**config.mk**
```make
export PLATFORM = sky130hd
export DESIGN_NAME = kds_ctrl
export DESIGN_NICKNAME = d
export VERILOG_FILES = /design/src/hw/rtl/kds_pkg.sv /design/src/hw/rtl/kds_ctrl.sv
export SDC_FILE = /design/constraint.sdc
export NUM_CORES = 1
export LEC_CHECK = 0
export BUFFER_PORTS_ARGS = -buffer_cell sky130_fd_sc_hd__buf_2
export CAP_MARGIN = 20
export CORE_AREA = 2 2 39 41
export DETAILED_ROUTE_END_ITERATION = 8
export DIE_AREA = 0 0 41 43
export PLACE_DENSITY_LB_ADDON = 0.2
export SYNTH_ARGS = -nofsm -noshare
export SYNTH_HDL_FRONTEND = slang
export SYNTH_SLANG_ARGS = --single-unit
export TNS_END_PERCENT = 50
```
**constraint.sdc**
```tcl
create_clock -name clk -period 1.55 [get_ports clk]
set_clock_uncertainty 0.2 [all_clocks]
set_input_delay 0.31 -clock clk [delete_from_list [all_inputs] [get_ports clk]]
set_output_delay 0.31 -clock clk [all_outputs]
set_load 0.01 [all_outputs]
```
**src/hw/rtl/kds_pkg.sv**
```systemverilog
package kds_pkg;

  // Defaults for the top-level parameters
  localparam int DEF_MAX_POINTS = 32;
  localparam int DEF_DIST_WIDTH = 32;

  // Fixed field widths of the register file and result channel
  localparam int PCFG_W     = 6;
  localparam int RANK_W     = 5;
  localparam int IDX_OUT_W  = 5;
  localparam int CFG_IDX_W  = 2;
  localparam int CFG_DATA_W = 6;

  // Register indexes
  localparam logic [CFG_IDX_W-1:0] REG_POINTS = 2'd0;
  localparam logic [CFG_IDX_W-1:0] REG_RANK   = 2'd1;
  localparam logic [CFG_IDX_W-1:0] REG_NEGATE = 2'd2;

  // Register reset values
  localparam logic [PCFG_W-1:0] RST_POINTS = 6'd32;
  localparam logic [RANK_W-1:0] RST_RANK   = 5'd1;

  typedef struct packed {
    logic [PCFG_W-1:0] points;
    logic [RANK_W-1:0] rank;
    logic              negate;
  } kds_cfg_t;

  // Controller state
  typedef enum logic [1:0] {
    ST_LOAD,
    ST_SCAN,
    ST_DRAIN,
    ST_RESULT
  } kds_state_t;

  // Controller to datapath
  typedef struct packed {
    logic load_wr;
    logic pt_rst;
    logic pt_next;
    logic clr;
    logic scan;
    logic out_load;
  } kds_cmd_t;

  // Datapath to controller
  typedef struct packed {
    logic load_done;
    logic scan_end;
    logic last_pt;
    logic out_free;
  } kds_sts_t;

endpackage

```
**src/hw/rtl/kds_ctrl.sv**
```systemverilog
module kds_ctrl
  import kds_pkg::*;
(
  input  logic     clk,
  input  logic     rst_n,
  input  logic     in_valid,
  output logic     in_ready,
  input  kds_sts_t sts,
  output kds_cmd_t cmd
);

  kds_state_t state_r, state_nxt;

  // State register
  always_ff @(posedge clk) begin
    if (!rst_n) begin
      state_r <= ST_LOAD;
    end else begin
      state_r <= state_nxt;
    end
  end

  // Next state and commands
  always_comb begin
    state_nxt = state_r;
    in_ready  = 1'b0;
    cmd       = '0;
    unique case (state_r)
      ST_LOAD: begin
        in_ready = 1'b1;
        if (in_valid) begin
          cmd.load_wr = 1'b1;
          if (sts.load_done) begin
            cmd.pt_rst = 1'b1;
            cmd.clr    = 1'b1;
            state_nxt  = ST_SCAN;
          end
        end
      end
      ST_SCAN: begin
        cmd.scan = 1'b1;
        if (sts.scan_end) begin
          state_nxt = ST_DRAIN;
        end
      end
      // last read of the point lands in the list
      ST_DRAIN: begin
        state_nxt = ST_RESULT;
      end
      ST_RESULT: begin
        if (sts.out_free) begin
          cmd.out_load = 1'b1;
          if (sts.last_pt) begin
            state_nxt = ST_LOAD;
          end else begin
            cmd.pt_next = 1'b1;
            cmd.clr     = 1'b1;
            state_nxt   = ST_SCAN;
          end
        end
      end
    endcase
  end

endmodule

```
Word-level counts from Yosys, hierarchy flattened
Cells that the tools add are included.
Widths: inputs -> output; s select.
{"block": "totals", "ff_bits": 2, "in_bits": 7, "out_inout_bits": 7}
{"block": "classes", "eq_ne": 7, "n_mux": 18, "n_reduce_logical": 2}
{"operator": "$mux 2", "n": 8}
{"operator": "$mux 1", "n": 8}
{"operator": "$ne 2x2->1 const B", "n": 4}
{"operator": "$pmux 2 s4", "n": 1}
{"operator": "$eq 2x2->1 const B", "n": 2}
{"operator": "$reduce_and 4->1", "n": 1}
{"operator": "$eq 2x1->1 const B", "n": 1}
{"operator": "$logic_not 2->1", "n": 1}
{"operator": "$pmux 1 s2", "n": 1}

Logic depth before layout (Yosys ltp)
Gate-level depths: netlist (run 1).
{"block": "depth", "word_depth": 3, "ltp_mapped": 6}

Worst setup path before layout (run 1)
OpenSTA, ideal clock, no wires.
{"block": "synth_path", "path_kind": "register -> output", "from": "reg state_r[0]", "to": "out cmd[2] in the netlist's numbering", "arrival_ns": 1.117, "required_ns": 1.040, "setup_slack_ns": -0.077, "path_stages_with_launch": 6, "cell_sequence": "dfxtp_1 -> ha_1 -> nor2b_1 -> and2_1 -> nor2_1 -> nor2_1"}
{"item": "from (decl)", "line_no": "kds_ctrl.sv:12", "text": "kds_state_t state_r, state_nxt;"}
{"item": "from (signal assigned)", "line_no": "kds_ctrl.sv:19", "text": "state_r <= state_nxt;"}
{"item": "to (decl)", "line_no": "kds_ctrl.sv:9", "text": "output kds_cmd_t cmd"}

==> flow_metrics.py, run 1 <==
metrics = {
    "critical_path": {
        "endpoint_kind": "output pin",
        "path_class": "flop to output pin",
        "path_cells": "ha_4 -> nor2b_4 -> and2_4 -> nor2_4 -> nor2_2 -> buf_2",
        "cp_top_family": "simple AND/OR/NAND/NOR gates",
        "cp-startpoint": "state_r[1]",
        "crit_required_ns": 1.04,
        "cp_max_fo": 4,
        "cp-start-kind": "flop",
        "critPathBufInv": 1,
        "crit_arrival_ns": 1.24,
        "worst_path_max_delay_cell": "dfxtp_4",
        "r2r_start": "state_r[0]",
        "slowest_delay_ns": 0.35,
    },
    "finish": {
        "fin_nets": 61,
        "layout_common_cells": "12 x buf_2, 4 x buf_4, 3 x nand2b_1, 3 x clkbuf_4",
        "seq_area_um2": 47.5,
        "multiInputGateArea_um2": 229,
        "final-instance-count-excl-fill": 63,
        "fin_util": 0.314,
        "syn2layout_area_growth_pct": 92.8,
        "final_layout_size_suffix_gt1_frac": 0.745,
        "nFillCells": 152,
        "final_common_cell": "buf_2",
        "top_regs": "state_r (2)",
        "largest_reg_flops": 2,
        "largest_register": "state_r",
        "diodes": 0,
    },
    "synth": {
        "synth_area_um2": 225,
        "syn_nets": 39,
        "synthDominantAreaCellType": "ha_1",
        "post-synth-top-area-fraction": 0.278,
        "yosys_warnings": 0,
        "synth.area.top_cells": "ha_1 28%, dfxtp_1 18%, nand2b_1 8.3%",
        "synth_cell_types": 14,
        "syn_inst": 27,
        "yosys_register_bits": 2,
        "yosysSeqAreaShare": 0.178,
        "avgSynthCellArea_um2": 8.34,
    },
    "global_routing": {
        "grt_max_degree": 5,
        "antenna_found_initial": 0,
        "grt_overflow": 0,
        "grt_pass1_vias": 255,
        "grt_usage": 0.0731,
        "grt_pass1_wl_um": 855,
    },
    "clock_tree": {
        "clock-sinks": 2,
        "clk_latency_ns": 0.22,
        "cts_max_level": 1,
        "cts_root_buffer": "clkbuf_4",
        "cts_tree": "yes",
        "cts_buffers": 3,
        "cts.clk_slew.worst_paths_ns": 0.03,
        "clock_path_buffers": 2,
    },
    "floorplanning": {
        "die_area_mm2": 0.00176,
        "rows": 14,
        "fp.dieH_um": 43,
        "fp.dieW_um": 41,
        "core_area_mm2": 0.00138,
        "pin_count": 14,
        "initial_utilization": 0.163,
    },
    "worst_hold_path": {
        "hold_class": "input port to flop",
        "hp-start": "rst_n",
    },
    "power_and_ir_drop": {
        "intPower_mw": 0.400,
        "seq_power_share": 0.185,
        "combPwrFrac": 0.646,
        "switching_power_mw": 0.265,
        "p_leak_nw": 0.209,
        "netSwitchingFraction": 0.399,
        "p_clk_frac": 0.168,
        "p_total_mw": 0.666,
        "cellPowerDensity_mw_per_mm2": 1530,
        "peakVddDrop_uv": 483,
    },
    "status": {
        "status": "finished with violations",
        "failed_checks": "negative setup slack",
    },
    "timing": {
        "max_freq_ghz": 0.573,
        "hold_ws_ns": 0.137,
        "period_needed_ns": 1.75,
        "worst_pin_slew_ns": 0.234,
        "timing.final.ws_setup_ns": -0.196,
        "final-setup-viol-count": 5,
        "slew_viol_final": 0,
        "finalCritPeriodShare": 1.13,
        "finalHoldViolations": 0,
        "rsz0062_at_grt": "yes",
        "max_slew_margin": 0.844,
    },
    "drt": {
        "drc": 0,
        "routedWlPerCell_um": 8.44,
        "ant_nets": 0,
        "drtPass1Iterations": 2,
        "vias": 250,
        "drt_iter0_markers": 1,
        "routed_wl_um": 532,
        "via_per_inst": 3.97,
    },
    "placed_design": {
        "dp.cells": 59,
        "io_buffers": 13,
        "gp_congestion": 0.595,
        "dp_hpwl_um": 427,
    },
    "flow_run": {
        "drv_cap": 0,
    },
}
-- worst register-to-register path, stage by stage, from the launching register on --
cell and delay (ns):
dfxtp_4 0.35, buf_4 0.14, ha_2 0.17, nand2b_1 0.08
o2111ai_2 0.14, o211ai_1 0.19, o21ai_1 0.09
-- cell usage after synthesis (all sizes together) --
library cell and count:
ha 5, and2 3, inv 3, nand2b 3
nor2 3, dfxtp 2, nor2b 2, o21ai 2
and3 1, mux2i 1, o2111ai 1, o211ai 1
-- per-layer routing --
metal / vias to the layer above / global-route usage / wire (µm)
li1: 130 / - / -
met1: 112 / 0.0639 / 207
met2: 8 / 0.128 / 280
met3: 0 / 0.0157 / 44
met4: 0 / 0.0600 / 0
met5: - / 0 / 0
-- power by group through the flow --
stage	sequential, mW	clock (mW)	combinational (mW)
after floorplan	0.0994	0	0.230
after global placement	0.0983	0	0.372
after detailed placement	0.0981	0	0.366
after CTS	0.123	0.121	0.433
after global routing	0.129	0.121	0.490
final	0.123	0.112	0.430
-- per-stage QoR --
stage	TNS [ns]	instance area, µm²	setup slack [ns]
floorplan	0	239	0.00910
global placement	-0.0699	347	-0.0699
detailed placement	-0.0758	347	-0.0758
CTS	-0.506	427	-0.201
global route	-0.758	434	-0.260
finish	-0.451	434	-0.196
-- cell type report --
| class | instances | area share |
|---|---|---|
| timing repair buffer | 17 | 0.233 |
| tap | 16 | 0.0461 |
| inverter | 3 | 0.0317 |
| clock buffer | 3 | 0.0519 |
| multi-input combinational | 22 | 0.527 |
| sequential | 2 | 0.110 |
-- final timing paths --
check	endpoint	slack, ns	cells after the start
setup / recovery	cmd[2]	-0.20	6
hold / removal	state_r[1]	0.14	2
setup reg to reg	state_r[0]	0.07	6
hold reg to reg	state_r[1]	0.38	2
-- kinds of logic (layout without fill, tap and decap cells) --
kind of cell,after synthesis,count (layout),synth area share
simple gates,12,12,0.306
flops,2,2,0.178
mux,1,1,0.0444
compound gates,4,4,0.144
fa+ha+maj,5,5,0.278
buf+inv,3,23,0.0500
-- repair_timing --
| action | in CTS | in global routing |
|---|---|---|
| endpoints found under the setup margin | 5 | 8 |
| resized for setup | 16 | 0 |
| pin swaps | 4 | 3 |
| endpoints found under the hold margin | 0 | 0 |
| hold buffers | 0 | 0 |
| buffers inserted | 0 | 1 |
(Power assumes the default switching activity.)
==> inputs of run 2 (changes only) <==
REMOVE_ABC_BUFFERS = 1   (was default)
==> flow_metrics.py, run 2 (synthesis gave the netlist of run 1 again) <==
metrics = {
    "critical_path": {
        "path_class": "flop to output pin",
        "r2r_cells": 7,
        "crit_arrival_ns": 1.23,
        "cp_max_fo": 4,
        "slowest_delay_ns": 0.35,
        "cp.depth": 6,
        "r2r_setup_slack_ns": -0.04,
        "r2r-end": "state_r[0]",
        "worst_path_max_delay_cell": "dfxtp_4",
        "crit_required_ns": 1.04,
        "endpoint_kind": "output pin",
        "path_cells": "ha_4 -> nor2b_4 -> and2_4 -> nor2_2 -> nor2_1 -> buf_2",
        "cp-start-kind": "flop",
        "critPathBufInv": 1,
        "r2r_start": "state_r[0]",
        "cp_top_family": "simple AND/OR/NAND/NOR gates",
    },
    "floorplanning": {
        "initial_utilization": 0.163,
        "core_area_mm2": 0.00138,
        "fp.dieW_um": 41,
        "die_area_mm2": 0.00176,
        "fp.dieH_um": 43,
        "rows": 14,
        "pin_count": 14,
    },
    "finish": {
        "nFillCells": 152,
        "final_layout_size_suffix_gt1_frac": 0.745,
        "largest_reg_flops": 2,
        "final_common_cell": "buf_2",
        "diodes": 0,
        "final-instance-count-excl-fill": 67,
        "largest_register": "state_r",
        "fin_util": 0.333,
        "top_regs": "state_r (2)",
        "fin_nets": 65,
        "syn2layout_area_growth_pct": 104,
        "layout_common_cells": "11 x buf_2, 8 x buf_4, 3 x nand2b_1, 3 x clkbuf_4",
    },
    "power_and_ir_drop": {
        "intPower_mw": 0.439,
        "p_clk_frac": 0.158,
        "netSwitchingFraction": 0.385,
        "p_leak_nw": 0.228,
        "peakVddDrop_uv": 566,
        "switching_power_mw": 0.275,
        "seq_power_share": 0.165,
        "p_total_mw": 0.713,
        "combPwrFrac": 0.677,
        "cellPowerDensity_mw_per_mm2": 1550,
    },
    "timing": {
        "period_needed_ns": 1.74,
        "slew_viol_final": 0,
        "finalCritPeriodShare": 1.12,
        "worst_pin_slew_ns": 0.227,
        "hold_ws_ns": 0.152,
        "final-setup-viol-count": 9,
        "finalHoldViolations": 0,
        "max_slew_margin": 0.849,
        "max_freq_ghz": 0.575,
        "tns_ns": -0.676,
        "timing.final.ws_setup_ns": -0.189,
        "rsz0062_at_grt": "yes",
    },
    "worst_hold_path": {
        "holdPathEnd": "state_r[1]",
        "hold_depth": 2,
        "hold_class": "input port to flop",
        "hp-start": "rst_n",
    },
    "status": {
        "failed_checks": "negative setup slack",
        "status": "finished with violations",
    },
    "clock_tree": {
        "cts_max_level": 1,
        "cts.clk_slew.worst_paths_ns": 0.03,
        "clk_latency_ns": 0.22,
        "cts_root_buffer": "clkbuf_4",
        "ctsHoldBuffers": 0,
        "clock-sinks": 2,
        "clock_path_buffers": 2,
        "cts_buffers": 3,
        "cts_tree": "yes",
    },
    "drt": {
        "vias": 266,
        "drc": 0,
        "via_per_inst": 3.97,
        "drt_iter0_markers": 3,
        "routed_wl_um": 598,
        "drtPass1Iterations": 2,
        "routedWlPerCell_um": 8.93,
        "ant_nets": 0,
    },
    "placed_design": {
        "io_buffers": 13,
        "dp.cells": 60,
        "gp_congestion": 0.641,
    },
    "global_routing": {
        "met3_usage": 0.0471,
        "use_met2": 0.144,
        "grt_pass1_wl_um": 966,
        "use_met1": 0.0735,
        "gr-max-usage-layer": "met2",
        "grt_max_degree": 5,
        "antenna_found_initial": 0,
        "grt_pass1_vias": 256,
        "grt_usage": 0.0842,
        "grt_overflow": 0,
    },
    "flow_run": {
        "drv_cap": 0,
    },
}
[run 2: changes by cell type in the layout (fill, tap and decap cells not counted)]
| cell | delta |
|---|---|
| buf_6 | +1 |
| buf_2 | -1 |
| nor2_1 | +1 |
| buf_4 | +4 |
| nor2_4 | -1 |
| inv_2 | +1 |
| inv_4 | -1 |
[run 2: metal layers]
layer  vias up  share of wire
li1        137              -
met1       120           0.38
met2         9           0.54
met3         0          0.074
met4         0              0
met5         -              0
[run 2: worst max path at each step]
| stage | endpoint | from | slack [ns] |
|---|---|---|---|
| global route | cmd[2] | state_r[0] | -0.28 |
| floorplan | cmd[2] | state_r[0] | -0.08 |
| finish | cmd[2] | state_r[0] | -0.19 |
| detailed placement | cmd[2] | state_r[0] | -0.09 |
| global placement | cmd[2] | state_r[0] | -0.07 |
| CTS | cmd[2] | state_r[1] | -0.21 |
[run 2: timing repair]
| item | 4_1_cts | 5_1_grt |
|---|---|---|
| setup endpoints to repair | 7 | 9 |
| hold endpoints to repair | 0 | 0 |
| cloned | 0 | 0 |
| pin swaps | 6 | 3 |
| setup buffers | 2 | 2 |
| gates resized for setup | 13 | 6 |
[run 2: layout make-up]
| cell class | instances | area (µm²) | area share |
|---|---|---|---|
| Multi-Input combinational cell | 22 | 221 | 0.481 |
| Timing Repair Buffer | 21 | 138 | 0.299 |
| Sequential cell | 2 | 47.5 | 0.103 |
| Clock buffer | 3 | 22.5 | 0.0489 |
| Tap cell | 16 | 20.0 | 0.0435 |
| Inverter | 3 | 11.3 | 0.0245 |
[run 2: through the flow]
step	setup WS [ns]	instance area [µm²]
2_1_floorplan	-0.0766	225
3_3_place_gp	-0.0709	340
3_5_place_dp	-0.0942	340
4_1_cts	-0.211	417
5_1_grt	-0.279	460
6_report	-0.189	460
[run 2: power by group through the flow]
stage	Clock, mW	Combinational, mW	Sequential [mW]
after detailed placement	0	0.356	0.0945
final	0.113	0.483	0.118
after floorplan	0	0.209	0.0964
after global placement	0	0.359	0.0946
after CTS	0.121	0.423	0.117
after global routing	0.131	0.538	0.122
==> inputs of run 3 (changes only) <==
PLACE_DENSITY_LB_ADDON = default   (was 0.2)
==> flow_metrics.py, run 3 (synthesis gave the netlist of run 1 again) <==
metrics = {
    "power_and_ir_drop": {
        "cellPowerDensity_mw_per_mm2": 1540,
        "netSwitchingFraction": 0.403,
        "peakVddDrop_uv": 388,
        "combPwrFrac": 0.648,
        "intPower_mw": 0.398,
        "seq_power_share": 0.180,
        "switching_power_mw": 0.269,
        "p_leak_nw": 0.204,
        "p_clk_frac": 0.172,
    },
    "clock_tree": {
        "clk_latency_ns": 0.22,
        "cts.clk_slew.worst_paths_ns": 0.03,
        "clock_path_buffers": 2,
        "clock-sinks": 2,
        "cts_buffers": 3,
        "cts_tree": "yes",
        "ctsHoldBuffers": 0,
        "cts_root_buffer": "clkbuf_4",
        "cts_max_level": 1,
    },
    "timing": {
        "finalCritPeriodShare": 1.12,
        "finalHoldViolations": 0,
        "tns_ns": -0.458,
        "timing.final.ws_setup_ns": -0.180,
        "final-setup-viol-count": 5,
        "max_slew_margin": 0.837,
        "worst_pin_slew_ns": 0.245,
        "rsz0062_at_grt": "yes",
        "slew_viol_final": 0,
        "period_needed_ns": 1.73,
        "max_freq_ghz": 0.578,
    },
    "floorplanning": {
        "core_area_mm2": 0.00138,
        "fp.dieH_um": 43,
        "rows": 14,
        "fp.dieW_um": 41,
        "pin_count": 14,
        "die_area_mm2": 0.00176,
        "initial_utilization": 0.163,
    },
    "critical_path": {
        "endpoint_kind": "output pin",
        "crit_required_ns": 1.04,
        "crit_arrival_ns": 1.22,
        "cp-start-kind": "flop",
        "path_class": "flop to output pin",
        "cp_max_fo": 3,
    },
    "finish": {
        "diodes": 0,
        "nFillCells": 154,
        "largest_register": "state_r",
        "finalInstanceArea_um2": 433,
        "final_common_cell": "buf_2",
        "fin_util": 0.313,
        "top_regs": "state_r (2)",
        "final_layout_size_suffix_gt1_frac": 0.696,
        "syn2layout_area_growth_pct": 92.2,
        "largest_reg_flops": 2,
        "fin_nets": 60,
    },
    "global_routing": {
        "grt_max_degree": 5,
        "grt_pass1_wl_um": 786,
        "grt_overflow": 0,
        "grt_usage": 0.0741,
        "grt_pass1_vias": 212,
        "antenna_found_initial": 0,
    },
    "flow_run": {
        "drv_cap": 0,
    },
    "placed_design": {
        "io_buffers": 13,
        "dp_hpwl_um": 411,
        "gp_congestion": 0.636,
        "placed_area_um2": 325,
        "dp_slack_ns": -0.0468,
    },
    "drt": {
        "routed_wl_um": 550,
        "drt_iter0_markers": 0,
        "drtPass1Iterations": 1,
        "routedWlPerCell_um": 8.87,
        "vias": 241,
        "ant_nets": 0,
        "via_per_inst": 3.89,
        "drc": 0,
    },
    "worst_hold_path": {
        "hold_class": "input port to flop",
    },
    "status": {
        "status": "finished with violations",
        "failed_checks": "negative setup slack",
    },
}
[run 3: metrics by stage]
stage                     instances  hold WS, ns  power, mW
final                            62        0.140      0.668
after floorplan                  27        0.238      0.306
after CTS                        62        0.126      0.641
after global routing             62        0.169      0.736
after global placement           58        0.364      0.416
after detailed placement         58        0.362      0.419
[run 3: final timing paths]
path                                 start          to  slack (ns)  depth (start not counted)
worst max-delay path            state_r[1]      cmd[2]       -0.18                          6
worst min-delay path                 rst_n  state_r[1]        0.14                          2
worst max register to register  state_r[1]  state_r[1]        0.08                          6
worst min register to register  state_r[1]  state_r[1]        0.48                          3
[run 3: area by class of cell]
cell class,instances,area [µm²],share of cell area
inverters,3,13.8,0.0318
clock buffers,3,22.5,0.0520
repair buffers,16,100,0.231
well taps,16,20.0,0.0462
multi-input cells,22,229,0.529
flip-flops and latches,2,47.5,0.110
[run 3: critical path, stage by stage, from the launching register on]
cell,delay (ns)
dfxtp_4,0.37
ha_4,0.13
nor2b_4,0.13
and2_4,0.14
nor2_1,0.03
nor2_1,0.07
buf_2,0.13
[run 3: power groups by stage]
| stage | registers, mW | clock network [mW] | logic, mW |
|---|---|---|---|
| final | 0.120 | 0.115 | 0.433 |
| after global routing | 0.127 | 0.128 | 0.481 |
| after CTS | 0.121 | 0.124 | 0.396 |
| after detailed placement | 0.0951 | 0 | 0.324 |
| after global placement | 0.0930 | 0 | 0.323 |
| after floorplan | 0.0964 | 0 | 0.209 |
[run 3: routing by layer]
layer  share of wire  track usage  vias to the layer above
li1                -            -                      128
met1            0.36       0.0575                      104
met2            0.56        0.119                        9
met3           0.078       0.0314                        0
met4               0       0.0800                        0
met5               0            0                        -
[run 3: what timing repair did]
item | 4_1_cts | 5_1_grt
buffers inserted | 1 | 0
gates resized for setup | 18 | 2
pin swaps | 4 | 1
endpoints found under the setup margin | 6 | 8
